--- src/hw/rtl/pmt_pkg.sv ---
package pmt_pkg;

   // Table geometry
   localparam int MAX_LOCKS  = 16;
   localparam int WAIT_DEPTH = 8;
   localparam int KEY_BITS   = 16;
   localparam int PID_BITS   = 16;

   // Field widths on the channels
   localparam int KEY_W = 16;
   localparam int PID_W = 16;

   localparam int LOCK_W    = (MAX_LOCKS > 1) ? $clog2(MAX_LOCKS) : 1;
   localparam int CNT_W     = $clog2(WAIT_DEPTH + 1);
   localparam int WQ_DEPTH  = MAX_LOCKS * WAIT_DEPTH;
   localparam int WQ_ADDR_W = (WQ_DEPTH > 1) ? $clog2(WQ_DEPTH) : 1;

   localparam logic [KEY_W-1:0] KEY_MASK =
      (KEY_BITS >= KEY_W) ? {KEY_W{1'b1}} : KEY_W'((1 << KEY_BITS) - 1);
   localparam logic [PID_W-1:0] PID_MASK =
      (PID_BITS >= PID_W) ? {PID_W{1'b1}} : PID_W'((1 << PID_BITS) - 1);

   typedef enum logic [1:0] {
      CMD_CREATE  = 2'd0,
      CMD_ACQUIRE = 2'd1,
      CMD_RELEASE = 2'd2,
      CMD_CLOSE   = 2'd3
   } cmd_type;

   typedef enum logic [1:0] {
      ST_OK        = 2'd0,
      ST_NOT_FOUND = 2'd1,
      ST_NO_SPACE  = 2'd2,
      ST_BUSY      = 2'd3
   } status_type;

   typedef enum logic [3:0] {
      S_IDLE,
      S_SEARCH,
      S_EXEC,
      S_INS_RD,
      S_INS_CMP,
      S_REL_HEAD,
      S_REL_RD,
      S_REL_MOVE,
      S_DONE
   } state_type;

   typedef struct packed {
      cmd_type           command;
      logic [KEY_W-1:0]  key_tag;
      logic [PID_W-1:0]  caller_pid;
   } req_type;

   typedef struct packed {
      status_type        status;
      logic              caller_blocked;
      logic              wake_valid;
      logic [PID_W-1:0]  wake_pid;
   } result_type;

   // Address of one slot of one lock's wait queue
   function automatic logic [WQ_ADDR_W-1:0] wq_addr(input int lock, input int slot);
      int a;
      a = lock * WAIT_DEPTH + slot;
      return WQ_ADDR_W'(a);
   endfunction

endpackage

--- src/hw/rtl/pmt_if.sv ---
interface pmt_req_if;
   import pmt_pkg::*;

   logic              valid;
   logic              ready;
   cmd_type           command;
   logic [KEY_W-1:0]  key_tag;
   logic [PID_W-1:0]  caller_pid;

   modport source (output valid, command, key_tag, caller_pid, input ready);
   modport sink   (input valid, command, key_tag, caller_pid, output ready);
endinterface

interface pmt_rsp_if;
   import pmt_pkg::*;

   logic              valid;
   logic              ready;
   status_type        status;
   logic              caller_blocked;
   logic              wake_valid;
   logic [PID_W-1:0]  wake_pid;

   modport source (output valid, status, caller_blocked, wake_valid, wake_pid,
                   input ready);
   modport sink   (input valid, status, caller_blocked, wake_valid, wake_pid,
                   output ready);
endinterface

--- src/hw/rtl/pmt_wait_ram.sv ---
module pmt_wait_ram (
   input  logic                           clock,
   input  logic                           wr_en,
   input  logic [pmt_pkg::WQ_ADDR_W-1:0]  wr_addr,
   input  logic [pmt_pkg::PID_W-1:0]      wr_data,
   input  logic                           rd_en,
   input  logic [pmt_pkg::WQ_ADDR_W-1:0]  rd_addr,
   output logic [pmt_pkg::PID_W-1:0]      rd_data
);
   import pmt_pkg::*;

   logic [PID_W-1:0] mem [WQ_DEPTH];
   logic [PID_W-1:0] rd_data_ff;

   // One write port, one registered read port
   always_ff @(posedge clock) begin
      if (wr_en) begin
         mem[wr_addr] <= wr_data;
      end
      if (rd_en) begin
         rd_data_ff <= mem[rd_addr];
      end
   end

   assign rd_data = rd_data_ff;

endmodule

--- src/hw/rtl/pmt_ctrl.sv ---
module pmt_ctrl (
   input  logic                 clock,
   input  logic                 reset,
   input  logic                 req_valid,
   output logic                 req_ready,
   input  pmt_pkg::req_type     req,
   output logic                 res_done,
   input  logic                 res_take,
   output pmt_pkg::result_type  res
);
   import pmt_pkg::*;

   localparam logic [LOCK_W-1:0] LAST_LOCK = LOCK_W'(MAX_LOCKS - 1);

   // Sequencer and per-transaction registers
   state_type         state_ff, state_in;
   cmd_type           cmd_ff, cmd_in;
   logic [KEY_W-1:0]  key_ff, key_in;
   logic [PID_W-1:0]  pid_ff, pid_in;
   logic [LOCK_W-1:0] idx_ff, idx_in;
   logic [LOCK_W-1:0] ent_ff, ent_in;
   logic [LOCK_W-1:0] free_ff, free_in;
   logic              found_ff, found_in;
   logic              free_found_ff, free_found_in;
   logic [CNT_W-1:0]  k_ff, k_in;
   status_type        status_ff, status_in;
   logic              blocked_ff, blocked_in;
   logic              wv_ff, wv_in;
   logic [PID_W-1:0]  wp_ff, wp_in;

   // Lock table
   logic              valid_ff [MAX_LOCKS];
   logic              valid_in [MAX_LOCKS];
   logic              owned_ff [MAX_LOCKS];
   logic              owned_in [MAX_LOCKS];
   logic [CNT_W-1:0]  count_ff [MAX_LOCKS];
   logic [CNT_W-1:0]  count_in [MAX_LOCKS];
   logic [KEY_W-1:0]  key_tab_ff [MAX_LOCKS];
   logic [KEY_W-1:0]  key_tab_in [MAX_LOCKS];
   logic [PID_W-1:0]  owner_ff [MAX_LOCKS];
   logic [PID_W-1:0]  owner_in [MAX_LOCKS];

   // Wait queue memory port
   logic                  wq_wr_en;
   logic [WQ_ADDR_W-1:0]  wq_wr_addr;
   logic [PID_W-1:0]      wq_wr_data;
   logic                  wq_rd_en;
   logic [WQ_ADDR_W-1:0]  wq_rd_addr;
   logic [PID_W-1:0]      wq_rd_data;

   logic [CNT_W-1:0]  n_cur;
   logic              pid_above;

   pmt_wait_ram u_wait_ram (
      .clock   (clock),
      .wr_en   (wq_wr_en),
      .wr_addr (wq_wr_addr),
      .wr_data (wq_wr_data),
      .rd_en   (wq_rd_en),
      .rd_addr (wq_rd_addr),
      .rd_data (wq_rd_data)
   );

   assign n_cur     = count_ff[ent_ff];
   // Magnitude compare: queued pid against the caller
   assign pid_above = (wq_rd_data > pid_ff);

   // State register and scalars
   always_ff @(posedge clock) begin
      if (reset) begin
         state_ff <= S_IDLE;
         ent_ff   <= '0;
      end else begin
         state_ff <= state_in;
         ent_ff   <= ent_in;
      end
      cmd_ff        <= cmd_in;
      key_ff        <= key_in;
      pid_ff        <= pid_in;
      idx_ff        <= idx_in;
      free_ff       <= free_in;
      found_ff      <= found_in;
      free_found_ff <= free_found_in;
      k_ff          <= k_in;
      status_ff     <= status_in;
      blocked_ff    <= blocked_in;
      wv_ff         <= wv_in;
      wp_ff         <= wp_in;
   end

   // Table registers: control bits reset, payload does not
   always_ff @(posedge clock) begin
      for (int i = 0; i < MAX_LOCKS; i++) begin
         if (reset) begin
            valid_ff[i] <= 1'b0;
            owned_ff[i] <= 1'b0;
            count_ff[i] <= '0;
         end else begin
            valid_ff[i] <= valid_in[i];
            owned_ff[i] <= owned_in[i];
            count_ff[i] <= count_in[i];
         end
         key_tab_ff[i] <= key_tab_in[i];
         owner_ff[i]   <= owner_in[i];
      end
   end

   // Next state and outputs
   always_comb begin
      state_in      = state_ff;
      cmd_in        = cmd_ff;
      key_in        = key_ff;
      pid_in        = pid_ff;
      idx_in        = idx_ff;
      ent_in        = ent_ff;
      free_in       = free_ff;
      found_in      = found_ff;
      free_found_in = free_found_ff;
      k_in          = k_ff;
      status_in     = status_ff;
      blocked_in    = blocked_ff;
      wv_in         = wv_ff;
      wp_in         = wp_ff;
      valid_in      = valid_ff;
      owned_in      = owned_ff;
      count_in      = count_ff;
      key_tab_in    = key_tab_ff;
      owner_in      = owner_ff;
      wq_wr_en      = 1'b0;
      wq_wr_addr    = '0;
      wq_wr_data    = '0;
      wq_rd_en      = 1'b0;
      wq_rd_addr    = '0;
      req_ready     = 1'b0;
      res_done      = 1'b0;

      case (state_ff)
         S_IDLE: begin
            req_ready = 1'b1;
            if (req_valid) begin
               cmd_in        = req.command;
               key_in        = req.key_tag & KEY_MASK;
               pid_in        = req.caller_pid & PID_MASK;
               idx_in        = '0;
               found_in      = 1'b0;
               free_found_in = 1'b0;
               state_in      = S_SEARCH;
            end
         end

         // One entry per cycle; stop at the first key match
         S_SEARCH: begin
            if (valid_ff[idx_ff] && (key_tab_ff[idx_ff] == key_ff)) begin
               found_in = 1'b1;
               ent_in   = idx_ff;
               state_in = S_EXEC;
            end else begin
               if (!valid_ff[idx_ff] && !free_found_ff) begin
                  free_found_in = 1'b1;
                  free_in       = idx_ff;
               end
               if (idx_ff == LAST_LOCK) begin
                  state_in = S_EXEC;
               end else begin
                  idx_in = idx_ff + 1'b1;
               end
            end
         end

         S_EXEC: begin
            status_in  = ST_OK;
            blocked_in = 1'b0;
            wv_in      = 1'b0;
            wp_in      = '0;
            state_in   = S_DONE;
            if (cmd_ff == CMD_CREATE) begin
               if (!found_ff) begin
                  if (free_found_ff) begin
                     valid_in[free_ff]   = 1'b1;
                     key_tab_in[free_ff] = key_ff;
                     owned_in[free_ff]   = 1'b0;
                     count_in[free_ff]   = '0;
                  end else begin
                     status_in = ST_NO_SPACE;
                  end
               end
            end else if (!found_ff) begin
               status_in = ST_NOT_FOUND;
            end else begin
               case (cmd_ff)
                  CMD_ACQUIRE: begin
                     if (!owned_ff[ent_ff]) begin
                        owned_in[ent_ff] = 1'b1;
                        owner_in[ent_ff] = pid_ff;
                     end else if (n_cur >= CNT_W'(WAIT_DEPTH)) begin
                        status_in = ST_NO_SPACE;
                     end else begin
                        k_in     = n_cur;
                        state_in = S_INS_RD;
                     end
                  end
                  CMD_RELEASE: begin
                     if (owned_ff[ent_ff] && (owner_ff[ent_ff] == pid_ff)) begin
                        if (n_cur == '0) begin
                           owned_in[ent_ff] = 1'b0;
                        end else begin
                           wq_rd_en   = 1'b1;
                           wq_rd_addr = wq_addr(int'(ent_ff), 0);
                           state_in   = S_REL_HEAD;
                        end
                     end
                  end
                  CMD_CLOSE: begin
                     if (owned_ff[ent_ff]) begin
                        status_in = ST_BUSY;
                     end else begin
                        valid_in[ent_ff] = 1'b0;
                        count_in[ent_ff] = '0;
                     end
                  end
                  default: begin
                  end
               endcase
            end
         end

         // Insert walks from the tail toward the head
         S_INS_RD: begin
            if (k_ff == '0) begin
               wq_wr_en         = 1'b1;
               wq_wr_addr       = wq_addr(int'(ent_ff), 0);
               wq_wr_data       = pid_ff;
               count_in[ent_ff] = n_cur + 1'b1;
               blocked_in       = 1'b1;
               state_in         = S_DONE;
            end else begin
               wq_rd_en   = 1'b1;
               wq_rd_addr = wq_addr(int'(ent_ff), int'(k_ff) - 1);
               state_in   = S_INS_CMP;
            end
         end

         S_INS_CMP: begin
            wq_wr_en   = 1'b1;
            wq_wr_addr = wq_addr(int'(ent_ff), int'(k_ff));
            if (pid_above) begin
               wq_wr_data       = pid_ff;
               count_in[ent_ff] = n_cur + 1'b1;
               blocked_in       = 1'b1;
               state_in         = S_DONE;
            end else begin
               wq_wr_data = wq_rd_data;
               k_in       = k_ff - 1'b1;
               state_in   = S_INS_RD;
            end
         end

         // Head of queue becomes the owner; the rest move up one slot
         S_REL_HEAD: begin
            wp_in = wq_rd_data;
            wv_in = 1'b1;
            k_in  = CNT_W'(1);
            if (n_cur == CNT_W'(1)) begin
               count_in[ent_ff] = n_cur - 1'b1;
               owner_in[ent_ff] = wq_rd_data;
               state_in         = S_DONE;
            end else begin
               state_in = S_REL_RD;
            end
         end

         S_REL_RD: begin
            wq_rd_en   = 1'b1;
            wq_rd_addr = wq_addr(int'(ent_ff), int'(k_ff));
            state_in   = S_REL_MOVE;
         end

         S_REL_MOVE: begin
            wq_wr_en   = 1'b1;
            wq_wr_addr = wq_addr(int'(ent_ff), int'(k_ff) - 1);
            wq_wr_data = wq_rd_data;
            k_in       = k_ff + 1'b1;
            if ((k_ff + 1'b1) == n_cur) begin
               count_in[ent_ff] = n_cur - 1'b1;
               owner_in[ent_ff] = wp_ff;
               state_in         = S_DONE;
            end else begin
               state_in = S_REL_RD;
            end
         end

         S_DONE: begin
            res_done = 1'b1;
            if (res_take) begin
               state_in = S_IDLE;
            end
         end

         default: begin
            state_in = S_IDLE;
         end
      endcase
   end

   assign res.status         = status_ff;
   assign res.caller_blocked = blocked_ff;
   assign res.wake_valid     = wv_ff;
   assign res.wake_pid       = wp_ff;

`ifndef SYNTHESIS
   // A queue never grows past its depth
   a_count_bound: assert property (@(posedge clock) disable iff (reset)
      count_ff[ent_ff] <= CNT_W'(WAIT_DEPTH))
      else $error("wait queue count over depth");

   // Only a live entry can be owned
   a_owned_valid: assert property (@(posedge clock) disable iff (reset)
      owned_ff[ent_ff] |-> valid_ff[ent_ff])
      else $error("owned lock on a free entry");

   // An accepted transaction always starts with the key search
   a_accept_search: assert property (@(posedge clock) disable iff (reset)
      (req_valid && req_ready) |=> (state_ff == S_SEARCH))
      else $error("accepted transaction did not start search");

   // Queue insert never addresses past the last slot
   a_ins_slot: assert property (@(posedge clock) disable iff (reset)
      (state_ff == S_INS_CMP) |-> (k_ff < CNT_W'(WAIT_DEPTH)))
      else $error("queue insert beyond last slot");

   // A wake is reported only for a release
   a_wake_release: assert property (@(posedge clock) disable iff (reset)
      (res_done && res.wake_valid) |-> (cmd_ff == CMD_RELEASE))
      else $error("wake reported for a non-release command");
`endif

endmodule

--- src/hw/rtl/priority_mutex_table.sv ---
// Table of named mutex locks, each with a wait queue kept in falling pid order.
// req_chan: one transaction carries command (create, acquire, release, close),
//   key_tag and caller_pid. req_chan.ready is high only while the block is idle.
// rsp_chan: exactly one response per request: status, caller_blocked,
//   wake_valid and wake_pid (zero unless a waiter was handed the lock).
// Operation: the key search checks one table entry per cycle and stops at the
//   first match. Queue updates go through a wait RAM with one write port and
//   one registered read port: an insert moves each waiter whose pid is not
//   above the caller's one slot toward the tail, and a release moves each
//   remaining waiter one slot toward the head. ready returns the cycle after
//   the response is loaded.
// The response sits in an output register, so the next request is taken while
//   a response still waits; when rsp_chan stalls with the register full, the
//   finished result is held inside and no new request is taken.
// Reset (synchronous) frees every entry, clears ownership and empties all
//   queues at once; no clearing pass is needed.
module priority_mutex_table (
   input  logic   clock,
   input  logic   reset,
   pmt_req_if.sink   req_chan,
   pmt_rsp_if.source rsp_chan
);
   import pmt_pkg::*;

   req_type     req;
   result_type  res;
   logic        res_done;
   logic        res_take;

   logic        rsp_valid_ff, rsp_valid_in;
   result_type  rsp_data_ff, rsp_data_in;

   assign req.command    = req_chan.command;
   assign req.key_tag    = req_chan.key_tag;
   assign req.caller_pid = req_chan.caller_pid;

   pmt_ctrl u_ctrl (
      .clock     (clock),
      .reset     (reset),
      .req_valid (req_chan.valid),
      .req_ready (req_chan.ready),
      .req       (req),
      .res_done  (res_done),
      .res_take  (res_take),
      .res       (res)
   );

   // Output register: load when empty or being drained
   assign res_take = res_done && (!rsp_valid_ff || rsp_chan.ready);

   always_comb begin
      rsp_valid_in = rsp_valid_ff;
      rsp_data_in  = rsp_data_ff;
      if (res_take) begin
         rsp_valid_in = 1'b1;
         rsp_data_in  = res;
      end else if (rsp_chan.ready) begin
         rsp_valid_in = 1'b0;
      end
   end

   always_ff @(posedge clock) begin
      if (reset) begin
         rsp_valid_ff <= 1'b0;
      end else begin
         rsp_valid_ff <= rsp_valid_in;
      end
      rsp_data_ff <= rsp_data_in;
   end

   assign rsp_chan.valid          = rsp_valid_ff;
   assign rsp_chan.status         = rsp_data_ff.status;
   assign rsp_chan.caller_blocked = rsp_data_ff.caller_blocked;
   assign rsp_chan.wake_valid     = rsp_data_ff.wake_valid;
   assign rsp_chan.wake_pid       = rsp_data_ff.wake_pid;

`ifndef SYNTHESIS
   // A result is loaded only into a free or draining register
   a_no_overwrite: assert property (@(posedge clock) disable iff (reset)
      (rsp_valid_ff && !rsp_chan.ready) |-> !res_take)
      else $error("response overwritten while stalled");

   // No request is taken while a result waits inside
   a_no_accept_done: assert property (@(posedge clock) disable iff (reset)
      res_done |-> !req_chan.ready)
      else $error("request taken with a result pending");

   // A wake always carries the no-error status
   a_wake_ok: assert property (@(posedge clock) disable iff (reset)
      (rsp_valid_ff && rsp_data_ff.wake_valid) |-> (rsp_data_ff.status == ST_OK))
      else $error("wake with error status");
`endif

endmodule
--- src/flat_wrapper.sv ---
// flat-port wrapper written by rule: the top's interface ports become plain ports
module priority_mutex_table_flat import pmt_pkg::*;
  (clock, reset, req_chan_valid, req_chan_command, req_chan_key_tag, req_chan_caller_pid, req_chan_ready, rsp_chan_valid, rsp_chan_status, rsp_chan_caller_blocked, rsp_chan_wake_valid, rsp_chan_wake_pid, rsp_chan_ready);
  pmt_req_if req_chan_i ();
  pmt_rsp_if rsp_chan_i ();
  input  logic clock;
  input  logic reset;
  input wire logic [$bits(req_chan_i.valid)-1:0] req_chan_valid;
  input wire logic [$bits(req_chan_i.command)-1:0] req_chan_command;
  input wire logic [$bits(req_chan_i.key_tag)-1:0] req_chan_key_tag;
  input wire logic [$bits(req_chan_i.caller_pid)-1:0] req_chan_caller_pid;
  output wire logic [$bits(req_chan_i.ready)-1:0] req_chan_ready;
  output wire logic [$bits(rsp_chan_i.valid)-1:0] rsp_chan_valid;
  output wire logic [$bits(rsp_chan_i.status)-1:0] rsp_chan_status;
  output wire logic [$bits(rsp_chan_i.caller_blocked)-1:0] rsp_chan_caller_blocked;
  output wire logic [$bits(rsp_chan_i.wake_valid)-1:0] rsp_chan_wake_valid;
  output wire logic [$bits(rsp_chan_i.wake_pid)-1:0] rsp_chan_wake_pid;
  input wire logic [$bits(rsp_chan_i.ready)-1:0] rsp_chan_ready;
  assign req_chan_i.valid = req_chan_valid;
  assign req_chan_i.command = req_chan_command;
  assign req_chan_i.key_tag = req_chan_key_tag;
  assign req_chan_i.caller_pid = req_chan_caller_pid;
  assign req_chan_ready = req_chan_i.ready;
  assign rsp_chan_valid = rsp_chan_i.valid;
  assign rsp_chan_status = rsp_chan_i.status;
  assign rsp_chan_caller_blocked = rsp_chan_i.caller_blocked;
  assign rsp_chan_wake_valid = rsp_chan_i.wake_valid;
  assign rsp_chan_wake_pid = rsp_chan_i.wake_pid;
  assign rsp_chan_i.ready = rsp_chan_ready;
  priority_mutex_table u_core (.clock(clock), .reset(reset), .req_chan(req_chan_i), .rsp_chan(rsp_chan_i));
endmodule
--- config.mk ---
export PLATFORM = sky130hd
export DESIGN_NAME = priority_mutex_table_flat
export DESIGN_NICKNAME = d
export VERILOG_FILES = /design/src/hw/rtl/pmt_pkg.sv /design/src/hw/rtl/pmt_if.sv /design/src/hw/rtl/pmt_wait_ram.sv /design/src/hw/rtl/pmt_ctrl.sv /design/src/hw/rtl/priority_mutex_table.sv /design/src/flat_wrapper.sv
export SDC_FILE = /design/constraint.sdc
export NUM_CORES = 2
export LEC_CHECK = 0
export BUFFER_PORTS_ARGS = -buffer_cell sky130_fd_sc_hd__buf_2
export CAP_MARGIN = 20
export CORE_ASPECT_RATIO = 1.4
export CORE_MARGIN = 5
export CORE_UTILIZATION = 55
export CTS_CLUSTER_DIAMETER = 30
export DETAILED_ROUTE_END_ITERATION = 16
export PLACE_DENSITY = 0.69
export SYNTH_ARGS = -nofsm -noshare
export SYNTH_HDL_FRONTEND = slang
export SYNTH_SLANG_ARGS = --single-unit
--- constraint.sdc ---
create_clock -name clock -period 9.2 [get_ports clock]
set_clock_uncertainty 0.15 [all_clocks]
set_input_delay 0.92 -clock clock [delete_from_list [all_inputs] [get_ports clock]]
set_output_delay 0.92 -clock clock [all_outputs]
set_load 0.01 [all_outputs]
==> results by group <==
STA
  – Fmax: 164 MHz
  – Hold Fails Final Rpt: 0
  – Setup TNS: 0 ns
  – Min Tclk post-route: 6.09 ns
  – Slew HR: 0.0502
  – Part of the cycle the worst path needs: 0.662
  – Slew at the pin with the worst max-slew slack: 1.42 ns
  – Max Transition Viols Final: 0
  – Worst setup margin: 3.11 ns
  – Final Setup Violations: 0
  – Fin Hold WS: 0.0463 ns
  – RSZ-0062 raised after global routing: false

Worst setup path
  – Worst path required time: 9.81 ns
  – Critical Path AT: 6.70 ns
  – Worst reg2reg setup slack: 3.11 ns
  – CP max-delay cell: buf_4
  – Family with the most delay on the worst path: simple AND/OR/NAND/NOR gates
  – CP peak stage delay: 0.85 ns
  – R2R Path Start: u_core.u_ctrl.ent_ff[1]$_SDFFE_PP0P_
  – CP Capture Type: register
  – Startpoint Class: register
  – WP depth: 13
  – Reg2Reg Capture Point: u_core.u_ctrl.u_wait_ram.rd_data[6]$_DFFE_PP_
  – WS Path Type: register to register
  – Worst path cell trace: buf_4, mux4_2, mux2i_1, xnor2_1, o32ai_1, o2111ai_1, nor4_4, and4_1, o21ai_4, buf_4, and2_4, o211ai_1, and4_1
  – Worst Path Max Fanout: 63
  – Worst Reg-to-Reg Cells: 13
  – Buf/Inv on CP: 2

Floorplan
  – Std-Cell Rows: 199
  – Initial Utilization: 0.553
  – Die X: 398 microns
  – Die area: 221000 sq um
  – Core area: 210000 sq um
  – Number of top-level pins: 60
  – Height of the chip: 554 microns

Cells and area
  – Fin area: 136000 sq um
  – Commonest cells after routing, fill and taps aside: 2664 x edfxtp_1, 716 x nand2_1, 639 x mux4_2
  – Footprint of the multi-input gates: 32200 sq um
  – Register area: 82100 sq um
  – Commonest non-fill, non-tap cell in the layout: edfxtp_1
  – Fillers: 14.2k
  – Layout area overhead: 17.2%
  – Layout cells sized above 1: 0.241
  – Nets@finish: 7519

Power and ir drop
  – Cell Int Power: 25400 uW
  – Sw Share: 0.232
  – Clock power frac: 0.508
  – PD cells: 243 nW/um^2
  – Logic gate share of total power: 0.065
  – Static leakage: 0.0420 uW
  – Seq pwr share: 0.427
  – Peak supply drop: 0.196 mV
  – Psw: 7690 uW

Global routing
  – Pin count of the biggest net entering global routing: 268
  – Initial antenna violation count: 9
  – GRT overflow: 0
  – Vias in the first global route: 69.6k
  – First-pass GRT wire length: 486000 microns
  – GR Util All Layers: 0.301

Clock network
  – Clock sinks: 2769
  – Post-CTS setup repair buffer count: 0
  – H-tree depth: 5
  – CTS tree: yes
  – Root Driver: clkbuf_16
  – Skew-Pair Late Insertion Delay: 0.93 ns
  – Hold_buf cts: 0
  – Post-CTS sizing: 0
  – Maximum clock insertion buffer count: 4
  – Clock transition at path regs: 0.05 ns
  – Clock buffer count from CTS: 433

Worst hold path
  – Cells on Worst Hold Path: 1
  – Worst Hold Class: input pin to register
  – Hold Path Sink: u_core.u_ctrl.pid_ff[13]$_DFFE_PP_
  – HP Start: req_chan_caller_pid[13]

Yosys
  – Post-synthesis sequential area ratio: 0.707
  – Post-synth ARST share: 0
  – Syn. warnings: 0
  – Post-synth EDFFs: 2664
  – Cell area after synthesis: 116000 sq um
  – Number of synthesized register bits: 2769
  – Syn Nets: 7205
  – Top FF cell, synth: edfxtp_1
  – Avg Inst Size Synth: 16.3 sq um
  – Distinct cell type count after synthesis: 78
  – Mapped Cells: 7130

Place
  – Gpl congestion: 0.950
  – Port bufs: 59
  – DP Area: 121000 sq um
  – Detail Placement HPWL: 201000 microns
  – DP Worst Slack: 3.30 ns

Route
  – First drt pass iteration count: 9
  – Iter 0 DRT Violations: 8554
  – Vias: 69.4k
  – Routed wire length per instance: 31.5 microns
  – DRC viols: 0
  – Post-Route WL: 336000 microns
  – DR vias/cell: 6.52
  – Final ANT Viol Nets: 0

Outcome
  – Status: finished, final reports clean

Job
  – Max Cap Violations: 0
-- logic make-up after synthesis --
group           count (synthesis)  share of synthesized area
flops                        2769                      0.707
simple gates                 1658                     0.0596
compound gates               1136                     0.0559
mux                           946                      0.151
buf+inv                       540                     0.0194
xor+xnor                       44                    0.00344
fa+ha+maj                      37                    0.00405
-- cells in the mapped netlist, drive strengths merged, types with 34 or more instances --
cell type  number  area share
ha             36      0.0039
buf           148      0.0068
edfxtp       2664        0.69
nand2         718       0.023
o21ai         427       0.018
mux2           34      0.0033
nor3           50      0.0022
o211ai         60      0.0039
clkbuf        348       0.011
dfxtp         105       0.018
a22oi          43      0.0028
nor2          579       0.019
mux2i         273       0.024
inv            44      0.0014
nand3         184      0.0079
mux4          639        0.12
a21oi         438       0.019
-- layer usage --
layer	vias to the layer above	track usage	wire length, microns
li1	28822	-	-
met1	35303	0.370	114000
met2	4285	0.489	165000
met3	986	0.0580	29900
met4	4	0.203	27100
met5	-	0	21
-- worst max path at each step --
| stage | slack [ns] | from | to |
|---|---|---|---|
| 4_1_cts | 3.27 | u_core.u_ctrl.ent_ff[2]$_SDFFE_PP0P_ | u_core.u_ctrl.count_ff[23]$_SDFFE_PP0P_ |
| 3_3_place_gp | 3.30 | u_core.u_ctrl.ent_ff[2]$_SDFFE_PP0P_ | u_core.u_ctrl.count_ff[11]$_SDFFE_PP0P_ |
| 6_report | 3.11 | u_core.u_ctrl.ent_ff[1]$_SDFFE_PP0P_ | u_core.u_ctrl.u_wait_ram.rd_data[6]$_DFFE_PP_ |
| 3_5_place_dp | 3.30 | u_core.u_ctrl.ent_ff[1]$_SDFFE_PP0P_ | u_core.u_ctrl.u_wait_ram.rd_data[14]$_DFFE_PP_ |
| 2_1_floorplan | 3.55 | u_core.u_ctrl.pid_ff[10]$_DFFE_PP_ | u_core.u_ctrl.u_wait_ram.mem[0][10]$_DFFE_PP_ |
| 5_1_grt | 2.87 | u_core.u_ctrl.ent_ff[1]$_SDFFE_PP0P_ | u_core.u_ctrl.u_wait_ram.rd_data[14]$_DFFE_PP_ |
-- worst reg2reg max path: stages (launching register included) --
cell and delay (ns):
dfxtp_4 0.66, buf_4 0.88, mux4_2 0.68, mux2i_1 0.20, xnor2_1 0.18, o32ai_1 0.20, o2111ai_1 0.23, nor4_4 0.64
and4_1 0.60, o21ai_4 0.11, buf_4 0.33, and2_4 0.46, o211ai_1 0.40, and4_1 0.24
-- layout make-up --
type,count,share of cell area
antenna,6,0.000110
clock buffer,477,0.0819
clock inverter,333,0.0296
inverter,44,0.00121
multi-input combinational,3821,0.237
sequential,2769,0.603
tap,2814,0.0259
timing repair buffer,375,0.0214
-- sequential cells by signal, indices dropped and copies added, names as in the netlist, 16 cells and up, named ones only --
| signal | flops |
|---|---|
| u_core.u_ctrl.u_wait_ram.rd_data | 16 |
| u_core.u_ctrl.count_ff | 64 |
| u_core.u_ctrl.key_tab_ff | 256 |
| u_core.u_ctrl.key_ff | 16 |
| u_core.rsp_chan.wake_pid | 16 |
| u_core.u_ctrl.pid_ff | 16 |
| u_core.u_ctrl.u_wait_ram.mem | 2048 |
| u_core.u_ctrl.valid_ff | 16 |
| u_core.u_ctrl.wp_ff | 16 |
| u_core.u_ctrl.owner_ff | 256 |
-- power groups by stage --
stage,clock network [uW],registers (uW),logic (uW)
detailed placement,0,14400,2130
floorplan,0,14300,1410
CTS,17000,14100,2140
finish,16800,14100,2150
global route,17600,14100,2280
global placement,0,14400,2100
-- through the flow --
stage               power, uW   util  instances
finish                  33100  0.648      10639
global route            34100  0.648      10634
detailed placement      16500  0.575       9819
CTS                     33200  0.647      10629
floorplan               15700      -       7130
global placement        16500  0.574       9804
No activity file was read; power rests on OpenSTA's default activity.
